==> config.mk <==
export PLATFORM = sky130hd
export DESIGN_NAME = nbrm_range_unit
export DESIGN_NICKNAME = d
export VERILOG_FILES = /design/src/rtl/nbrm_pkg.sv /design/src/rtl/nbrm_range_unit.sv
export SDC_FILE = /design/constraint.sdc
export NUM_CORES = 1
export LEC_CHECK = 0
export ABC_AREA = 1
export BUFFER_PORTS_ARGS = -buffer_cell sky130_fd_sc_hd__buf_2
export CAP_MARGIN = 20
export CORE_AREA = 4 4 49 47
export DETAILED_ROUTE_END_ITERATION = 16
export DIE_AREA = 0 0 53 51
export GPL_ROUTABILITY_DRIVEN = 0
export PLACE_DENSITY = 0.8
export SYNTH_ARGS = -nofsm -noshare
export SYNTH_HDL_FRONTEND = slang
export SYNTH_SLANG_ARGS = --single-unit
export TNS_END_PERCENT = 10
==> constraint.sdc <==
create_clock -name clk -period 3.48 [get_ports clk]
set_clock_uncertainty 0.15 [all_clocks]
set_input_delay 0.174 -clock clk [delete_from_list [all_inputs] [get_ports clk]]
set_output_delay 0.174 -clock clk [all_outputs]
set_load 0.01 [all_outputs]
==> src/rtl/nbrm_pkg.sv <==
// Shared types and constants of the byte-range NFA matcher.
package nbrm_pkg;
  typedef enum logic [2:0] {
    OP_RANGE = 3'd0,
    OP_ATTR  = 3'd1,
    OP_NEXT  = 3'd2,
    OP_INIT  = 3'd3,
    OP_START = 3'd4,
    OP_BYTE  = 3'd5
  } op_t;
  localparam int unsigned WORD_W = 64;
  localparam logic CFG_NUM_STATES = 1'b0;
  localparam logic CFG_ACCEPT = 1'b1;

  // Per-state byte test result handed from the range unit to the sequencer.
  typedef struct packed {
    logic done;
    logic fires;
  } test_t;
endpackage

==> src/rtl/nbrm_range_unit.sv <==
// Shared byte-against-range compare unit, one range per cycle while run is high.
module nbrm_range_unit #(
  parameter int unsigned MAX_RANGES = 8
) (
  input  logic                  clk,
  input  logic                  start,
  input  logic                  run,
  input  logic [7:0]            data_byte,
  input  logic [15:0]           range_entry,
  input  logic [4:0]            attrs,
  output logic                  active,
  output nbrm_pkg::test_t       test
);
  import nbrm_pkg::*;
  localparam int unsigned CW = $clog2(MAX_RANGES + 1) + 1;
  logic [CW-1:0] idx_r, idx_nxt;
  logic [CW-1:0] lim;
  logic matched_r, matched_nxt;
  logic [4:0] cnt5;
  logic hit;

  always_comb begin
    cnt5 = {1'b0, attrs[3:0]};
    if (32'(cnt5) > MAX_RANGES) lim = CW'(MAX_RANGES);
    else lim = CW'(cnt5);
    hit = (data_byte >= range_entry[15:8]) && (data_byte <= range_entry[7:0]);
    idx_nxt = idx_r;
    matched_nxt = matched_r;
    if (start) begin
      idx_nxt = '0;
      matched_nxt = 1'b0;
    end else if (run && idx_r < lim) begin
      idx_nxt = idx_r + 1'b1;
      matched_nxt = matched_r | hit;
    end
    active = run && !start && (idx_r < lim);
    test.done = run && !start && (idx_r >= lim);
    test.fires = attrs[4] ? !matched_r : matched_r;
  end

  always_ff @(posedge clk) begin
    idx_r <= idx_nxt;
    matched_r <= matched_nxt;
  end
endmodule

==> flow_summary_export.csv, run 1 <==
group,metric,value,unit
pwr,power_leakage,0.677,nW
yosys,netlist_instances,130,
clocking,cts_setup_buffers,0,
clocking,cts_resized,0,
setup_path,crit_chain,"ha_1 > nand2_1 > nand2_1 > a21oi_4 > nand3_4 > nor2_1 > buf_2",
setup_path,cp-startpoint,"idx_r[2]",
run,maxCapViolCount,0,
placed_design,portBuffers,34,
cells_and_area,nets,222,
min_path,hold_class,"in2reg",
yosys,synth.distinct_cells,26,
timing,holdWs,0.0135,ns
yosys,ys_seq_elements,6,
cells_and_area,fin_area,1110,um2
setup_path,crit_type,"reg2out",
floorplan,dieArea,2700,um2
setup_path,path_buf_inv,1,
setup_path,critPathLaunchType,"register",
setup_path,cp_common_cell,"nand2_1",
timing,setup_viol,0,
timing,fin_tns_setup,0,ns
global_routing,grt_max_degree,7,
clocking,clk_path_buf_depth,2,
clocking,cts_root_buffer,"clkbuf_4",
routing,postRouteWirelength,1760,um
floorplan,chipWidth,53,um
floorplan,die_y,51,um
yosys,syn-num-nets,183,
global_routing,grt_pass1_vias,846,
clocking,numCtsBuffers,3,
timing,tightest_slew,0.187,ns
routing,num_vias,895,
clocking,clk_pin_slew,0.05,ns
yosys,yosysWarnings,0,
global_routing,antenna_found_initial,0,
timing,relSlewSlack,87.5,%
clocking,cts-hold-fix-buffers,0,
global_routing,grt-ovfl-total,0,
timing,final.min_clock_period,1.92,ns
status,status,"completed",
yosys,synth-main-ff-cell,"dfxtp_1",
cells_and_area,drive_gt1_share,31.1,%
global_routing,grt.total_usage,15.1,%
setup_path,cp_top_family,"simple AND/OR/NAND/NOR gates",
floorplan,start_util,48.5,%
routing,final_antenna_net_count,0,
yosys,synthArstFlopShare,0,%
yosys,syn_avg_cell_area,6.79,um2
cells_and_area,final_core_util,60.8,%
placed_design,dp_hpwl,1620,um
pwr,fin_total_pwr,0.241,mW
pwr,ir_worst_vdd,0.000193,V
floorplan,num_rows,15,
routing,drtIter0Drc,10,
floorplan,fp.coreArea,1820,um2
setup_path,r2r-start,"idx_r[2]",
placed_design,place_area,1080,um2
timing,slew_violations,0,
cells_and_area,diodes,0,
clocking,clk_latency,0.25,ns
global_routing,grt_pass1_wl,3070,um
floorplan,io_pins,35,
yosys,ys_seq_area_share,13.6,%
timing,rsz0062_at_grt,"no",
clocking,cts_max_level,1,
timing,hold_violations,0,
clocking,cts_tree,"built",
pwr,powerDensity,217,nW/um2
setup_path,cp-end-kind,"output port",
yosys,synth-edff-count,0,
setup_path,cp_slowest_stage_delay,0.35,ns
cells_and_area,num-fill-cells,179,
min_path,hp-start,"start",
timing,min_period_over_period,55.2,%
cells_and_area,areaGrowthSynthToFinish,25.4,%
setup_path,path_max_fanout,6,
routing,drt_pass1_iterations,4,
setup_path,cp.arrival,1.60,ns
setup_path,slowest_stage,"ha_1",
clocking,clkSinkCount,6,
timing,max_freq,0.520,GHz
yosys,synth_area,883,um2
routing,wire_per_inst,9.16,um
routing,drc,0,
setup_path,critPathRequiredTime,3.16,ns
routing,vias_per_cell,4.66,
-- worst register-to-register path, delay by kind of cell (launching register included) --
kind	cells	cell delay, ns
adders and majority gates	1	0.35
AOI/OAI and AO/OA	2	0.19
buffers and inverters	1	0.10
DFF	1	0.34
and+or+nand+nor	5	0.43
-- synth_stat cells, drive strengths merged, types with 2 or more instances --
cell   count  share of area, %
inv       34                15
nand2     31                13
ha        21                30
a21oi     11               8.4
nand3      7               5.9
nor2       7               3.3
dfxtp      6                14
nand4      3               2.8
o21ai      2               1.1
-- placed cells by master (no fill, tap or decap), drive strengths merged --
cell type   n
buf        34
inv        34
nand2      31
ha         21
a21oi      11
nor2        7
nand3       7
dfxtp       6
clkbuf      3
nand4       3
o21ai       2
nor3        1
or2         1
xor2        1
nand3b      1
a21o        1
clkinv      1
o21a        1
xnor2       1
-- path summary, 6_finish.rpt --
path | depth (start not counted) | slack (ns) | end
worst max-delay path | 7 | 1.56 | active
worst min-delay path | 2 | 0.01 | idx_r[4]
worst max register to register | 9 | 1.82 | idx_r[2]
worst min register to register | 2 | 0.31 | matched_r
-- stage by stage --
step | setup slack (ns) | cells
after floorplan | 1.92 | 130
after global placement | 1.79 | 189
after detailed placement | 1.73 | 189
after CTS | 1.55 | 192
after global routing | 1.44 | 192
final | 1.56 | 192
-- report_power, final --
| part | switching (mW) | internal (mW) | total (mW) | leakage, nW |
|---|---|---|---|---|
| Sequential | 0.00323 | 0.0723 | 0.0756 | 0.0488 |
| Clock | 0.0260 | 0.0391 | 0.0651 | 0.0138 |
| Combinational | 0.0537 | 0.0464 | 0.100 | 0.615 |
| Total | 0.0829 | 0.158 | 0.241 | 0.677 |
-- logic make-up after synthesis --
logic type | synth area share [%]
xor+xnor | 1.98
simple gates | 28.3
flops | 13.6
fa+ha+maj | 29.7
compound gates | 11.2
buf+inv | 15.2
-- flip-flops by register name, summed over array words and instances (netlist names) --
name       cells
idx_r          5
matched_r      1
-- metal layers --
metal	vias up	share of wire, %	global-route usage [%]
li1	482	-	-
met2	22	51	27.1
met1	391	42	16.5
met3	0	7.0	5.54
met5	-	0	0
met4	0	0	3.40
-- area by class of cell --
class	instances	area, um2	share of cell area (%)
clock buffers	3	22.5	2.03
multi-input cells	89	629	56.8
inverters	35	134	12.1
repair buffers	34	170	15.4
flip-flops and latches	6	120	10.8
well taps	25	31.3	2.82
No activity file was read; power rests on OpenSTA's default activity.
==> run 2: changes to the inputs <==
Settings changed: ABC_AREA 1 to 0, PLACE_DENSITY 0.8 to 0.75.
Clock period 3.48 ns to 2 ns, I/O delays scaled along.
==> run 2 against run 1 <==
Worst setup slack worse by 1.5 ns; cell area down 4.0%; hold slack improved by 0.0067 ns; sequential cell count unchanged; critical path depth fell by 1; total power rose by 64%; cell count is 13% lower; non-clock buffer count is 4 higher; via count decreased by 6.8%; clock power rose by 69%; first-iteration DRC count is 40% higher.
==> flow_summary_export.csv, run 2 <==
group,metric,value,unit
setup_path,crit_type,"reg2out",
cells_and_area,fin_area,1060,um2
timing,relSlewSlack,70.6,%
clocking,clk_path_buf_depth,2,
clocking,cts_max_level,1,
yosys,muxShareOfSynthArea,1.41,%
cells_and_area,layout_common_cells,"buf_2, ha_1, inv_1, a21oi_1, dfxtp_1",
yosys,synth_area,797,um2
setup_path,r2r-start,"idx_r[2]",
clocking,cts_root_buffer,"clkbuf_4",
cells_and_area,diodes,0,
floorplan,chipWidth,53,um
global_routing,grt_pass1_wl,3260,um
routing,vias_per_cell,4.99,
pwr,ir_worst_vdd,0.000171,V
setup_path,critPathLaunchType,"register",
yosys,ys_seq_elements,6,
yosys,synth_compound_area_share,20.7,%
floorplan,dieArea,2700,um2
setup_path,cp-end-kind,"output port",
floorplan,start_util,43.8,%
setup_path,path_max_fanout,6,
setup_path,cp_top_family,"compound AO/OA/AOI/OAI gates",
cells_and_area,regMostFlops,"idx_r",
setup_path,cp.arrival,1.71,ns
cells_and_area,regArea,120,um2
global_routing,grt-ovfl-total,0,
global_routing,grt_pass1_vias,839,
clocking,cts_tree,"built",
timing,setup_viol,0,
routing,drc,0,
min_path,min_to,"idx_r[3]",
setup_path,r2r_end,"idx_r[3]",
yosys,yosys.area_share.adder,33.0,%
cells_and_area,largest_reg_flops,5,
setup_path,slowest_stage,"dfxtp_1",
yosys,synth.top_cell.area_share,33.0,%
yosys,synth-main-ff-cell,"dfxtp_1",
clocking,clk_pin_slew,0.05,ns
cells_and_area,multi_input_area,618,um2
clocking,clk_latency,0.24,ns
routing,final_antenna_net_count,0,
timing,min_period_over_period,97.9,%
timing,max_freq,0.511,GHz
timing,hold_violations,0,
yosys,synth-edff-count,0,
clocking,numCtsBuffers,3,
global_routing,grt_max_degree,11,
timing,slew_violations,0,
cells_and_area,final_cell_count_no_fill,167,
yosys,yosys-top-cells-area,"ha_1, dfxtp_1, inv_1",
setup_path,cp_slowest_stage_delay,0.30,ns
floorplan,io_pins,35,
cells_and_area,drive_gt1_share,32.4,%
setup_path,rr_worst_depth,5,
floorplan,fp.coreArea,1820,um2
routing,postRouteWirelength,1830,um
yosys,synth.distinct_cells,31,
status,status,"completed",
yosys,yosysTopAreaCell,"ha_1",
cells_and_area,nets,197,
floorplan,num_rows,15,
yosys,yosys.area_share.simple,19.8,%
floorplan,die_y,51,um
yosys,syn-num-nets,155,
min_path,hp-start,"start",
yosys,synthArstFlopShare,0,%
global_routing,antenna_found_initial,0,
timing,rsz0062_at_grt,"yes",
placed_design,portBuffers,34,
setup_path,crit_chain,"ha_1 > a21o_1 > a211o_1 > buf_6 > nor3_2 > buf_2",
cells_and_area,areaGrowthSynthToFinish,33.4,%
global_routing,grt.total_usage,15.6,%
yosys,syn_avg_cell_area,7.81,um2
yosys,yosysWarnings,0,
placed_design,dp_hpwl,1590,um
routing,drt_pass1_iterations,5,
yosys,synth_top_family_by_area,"adder cells",
routing,wire_per_inst,11.0,um
yosys,synth-xor-area-share,1.10,%
run,maxCapViolCount,0,
min_path,hold_depth,2,
placed_design,dpl.cell_count,163,
setup_path,critPathRequiredTime,1.75,ns
timing,tightest_slew,0.438,ns
clocking,cts-hold-fix-buffers,0,
yosys,synth.most_common_cell,"ha_1",
placed_design,place_area,1020,um2
pwr,powerDensity,372,nW/um2
yosys,netlist_instances,102,
pwr,fin_total_pwr,0.395,mW
yosys,ys_seq_area_share,15.1,%
setup_path,rrSetupSlack,0.09,ns
cells_and_area,final_common_cell,"buf_2",
cells_and_area,num-fill-cells,176,
routing,drtIter0Drc,14,
clocking,clkSinkCount,6,
min_path,hold_class,"in2reg",
pwr,power_leakage,0.603,nW
cells_and_area,top_regs,"idx_r x5, matched_r x1",
yosys,synth_top_cells_by_count,"ha_1, inv_1, a21oi_1",
routing,num_vias,834,
timing,final.min_clock_period,1.96,ns
setup_path,path_buf_inv,2,
## run 2: cell type report
| cell class | instances | area share [%] |
|---|---|---|
| inverter | 18 | 6.35 |
| multi-input combinational | 77 | 58.1 |
| clock buffer | 3 | 2.12 |
| sequential | 6 | 11.3 |
| tap | 25 | 2.94 |
| timing repair buffer | 38 | 19.2 |
## run 2: power by group
part           internal (mW)  switching (mW)
sequential             0.125         0.00510
combinational         0.0777          0.0771
clock                 0.0678          0.0425
total                  0.270           0.125
## run 2: how the worst max path moves through the flow
stage | startpoint | endpoint | slack, ns | cells past startpoint
floorplan | idx_r[2] | idx_r[3] | 0.008 | 5
global placement | attrs[3] | idx_r[3] | 0.05 | 8
detailed placement | attrs[3] | idx_r[3] | 0.001 | 8
CTS | idx_r[2] | active | 0.0001 | 6
global route | idx_r[3] | test[1] | -0.08 | 6
finish | idx_r[2] | active | 0.04 | 6
## run 2: cell families (layout without fill, tap and decap cells)
kind of cell,count (synthesis),count (layout)
simple gates,29,29
compound gates,25,25
fa+ha+maj,21,21
buf+inv,19,59
flops,6,6
xor+xnor,1,1
mux,1,1
## run 2: timing repair
| item | in CTS | in global routing |
|---|---|---|
| endpoints found under the setup margin | 2 | 4 |
| setup buffers | 1 | 0 |
| pin swaps | 2 | 1 |
| gates cloned | 0 | 0 |
| gates resized for setup | 2 | 2 |
## run 2: layer usage
metal | vias up | routed length (um) | track usage, %
met4 | 0 | 17 | 5.11
met2 | 30 | 890 | 27.1
met3 | 2 | 128 | 1.75
met1 | 352 | 797 | 19.5
met5 | - | 0 | 0
li1 | 450 | - | -
## run 2: stage by stage
step | utilization, % | setup TNS, ns | hold slack (ns) | worst slack (ns)
floorplan | - | 0 | 0.126 | 0.00815
global placement | 55.9 | 0 | 0.250 | 0.0536
detailed placement | 55.9 | 0 | 0.261 | 0.000983
CTS | 58.0 | 0 | 0.0116 | 0.0000970
global route | 58.4 | -0.146 | 0.0403 | -0.0810
finish | 58.4 | 0 | 0.0203 | 0.0418
==> run 3: changes to the inputs <==
Clock period 2 ns to 2.1 ns, I/O delays scaled along.
==> run 3 against run 2 <==
Utilization fell by 0.82 points; critical path depth did not move; sequential cell count did not move; critical path type unchanged; via count rose by 1.6%; first-iteration DRC count fell by 7.1%; hold slack got worse by 0.0068 ns.
==> flow_summary_export.csv, run 3 (synthesis gave the netlist of run 2 again) <==
group,metric,value,unit
status,status,"completed",
routing,final_antenna_net_count,0,
timing,min_period_over_period,95.1,%
cells_and_area,regMostFlops,"idx_r",
cells_and_area,final_common_cell,"buf_2",
routing,vias_per_cell,5.13,
floorplan,dieArea,2700,um2
pwr,fin_total_pwr,0.373,mW
routing,wire_per_inst,11.5,um
cells_and_area,nets,195,
clocking,cts_root_buffer,"clkbuf_4",
global_routing,grt_pass1_vias,842,
pwr,share_seq_of_total_power,33.1,%
pwr,p_comb_share,38.7,%
global_routing,grt_pass1_wl,3350,um
timing,rsz0062_at_grt,"no",
setup_path,path_buf_inv,2,
timing,holdWs,0.0134,ns
floorplan,num_rows,15,
floorplan,fp.coreArea,1820,um2
global_routing,antenna_found_initial,0,
setup_path,path_max_fanout,6,
setup_path,crit_type,"reg2out",
cells_and_area,areaGrowthSynthToFinish,31.6,%
cells_and_area,top_regs,"idx_r x5, matched_r x1",
cells_and_area,drive_gt1_share,30.7,%
timing,final.min_clock_period,2.00,ns
pwr,ir_worst_vdd,0.000168,V
routing,drtIter0Drc,13,
timing,setup_viol,0,
clocking,clk_latency,0.24,ns
cells_and_area,final_core_util,57.6,%
min_path,hp-start,"start",
routing,postRouteWirelength,1910,um
clocking,numCtsBuffers,3,
floorplan,chipWidth,53,um
placed_design,portBuffers,34,
floorplan,io_pins,35,
clocking,clkSinkCount,6,
timing,slew_violations,0,
routing,drt_pass1_iterations,4,
timing,hold_violations,0,
pwr,powerDensity,356,nW/um2
routing,num_vias,847,
global_routing,grt.total_usage,16.0,%
floorplan,start_util,43.8,%
clocking,cts-hold-fix-buffers,0,
pwr,p_int,0.254,mW
setup_path,rr_worst_depth,5,
timing,max_freq,0.501,GHz
min_path,hold_depth,2,
run,maxCapViolCount,0,
pwr,power_frac_clock,28.2,%
setup_path,critPathRequiredTime,1.85,ns
cells_and_area,diodes,0,
global_routing,grt-ovfl-total,0,
setup_path,cp.arrival,1.74,ns
timing,tightest_slew,0.442,ns
placed_design,dp_hpwl,1680,um
clocking,clk_pin_slew,0.04,ns
cells_and_area,layout_common_cells,"buf_2, ha_1, inv_1, a21oi_1",
setup_path,critPathLaunchType,"register",
clocking,cts_tree,"built",
pwr,power_leakage,0.589,nW
setup_path,cp_top_family,"compound AO/OA/AOI/OAI gates",
routing,drc,0,
global_routing,grt_max_degree,11,
setup_path,cp-end-kind,"output port",
setup_path,slowest_stage,"dfxtp_4",
clocking,clk_path_buf_depth,2,
timing,relSlewSlack,70.4,%
timing,fin_tns_setup,0,ns
floorplan,die_y,51,um
pwr,swShare,31.8,%
cells_and_area,largest_reg_flops,5,
min_path,min_to,"idx_r[0]",
setup_path,r2r_end,"idx_r[3]",
setup_path,crit_chain,"ha_4 > a21o_1 > a211o_1 > buf_4 > nor3_1 > buf_2",
clocking,cts_max_level,1,
setup_path,cp_slowest_stage_delay,0.36,ns
pwr,p_sw,0.119,mW
setup_path,rrSetupSlack,0.16,ns
min_path,hold_class,"in2reg",
setup_path,r2r-start,"idx_r[2]",
==> run 3: cell type report <==
type | instances | area (um2)
tap | 25 | 31.3
multi-input combinational | 77 | 618
sequential | 6 | 124
timing repair buffer | 36 | 185
clock buffer | 3 | 22.5
inverter | 18 | 67.6
fill | 187 | 772
==> run 3: metrics by stage <==
| stage | instances | setup WS [ns] | instance area (um2) |
|---|---|---|---|
| 2_1_floorplan | 102 | 0.108 | 797 |
| 3_3_place_gp | 162 | 0.151 | 1010 |
| 3_5_place_dp | 162 | 0.0266 | 1010 |
| 4_1_cts | 165 | 0.0560 | 1050 |
| 6_report | 165 | 0.102 | 1050 |
| 5_1_grt | 165 | 0.00553 | 1050 |
==> run 3: worst reg2reg max path: cells and delay by family (launching register included) <==
family,cells,cell delay (ns)
adders and majority gates,1,0.22
DFF,1,0.36
AOI/OAI and AO/OA,3,0.63
and+or+nand+nor,1,0.51
==> run 3: power by group through the flow <==
| stage | combinational [mW] | sequential [mW] | clock (mW) |
|---|---|---|---|
| 2_1_floorplan | 0.0876 | 0.125 | 0 |
| 3_3_place_gp | 0.138 | 0.126 | 0 |
| 3_5_place_dp | 0.144 | 0.126 | 0 |
| 4_1_cts | 0.146 | 0.124 | 0.109 |
| 5_1_grt | 0.169 | 0.124 | 0.116 |
| 6_report | 0.144 | 0.123 | 0.105 |
==> run 3: what timing repair did <==
action                                  in CTS  in global routing
endpoints found under the setup margin       2                  2
hold endpoints to repair                     0                  0
pin swaps                                    1                  1
setup buffers                                0                  0
resized for setup                            2                  1
==> run 3: worst max path at each step <==
stage                     startpoint  cells after the start  endpoint
after floorplan             idx_r[2]                      5  idx_r[3]
after global placement      attrs[3]                      8  idx_r[3]
after detailed placement    attrs[3]                      8  idx_r[3]
after CTS                   idx_r[2]                      7   test[1]
after global routing        idx_r[2]                      7   test[1]
final                       idx_r[2]                      6    active
==> run 3: routing by layer <==
layer	GRT usage (%)	wire length (um)
met4	6.38	31
met3	1.75	119
met5	0	0
met2	30.4	953
met1	17.6	802
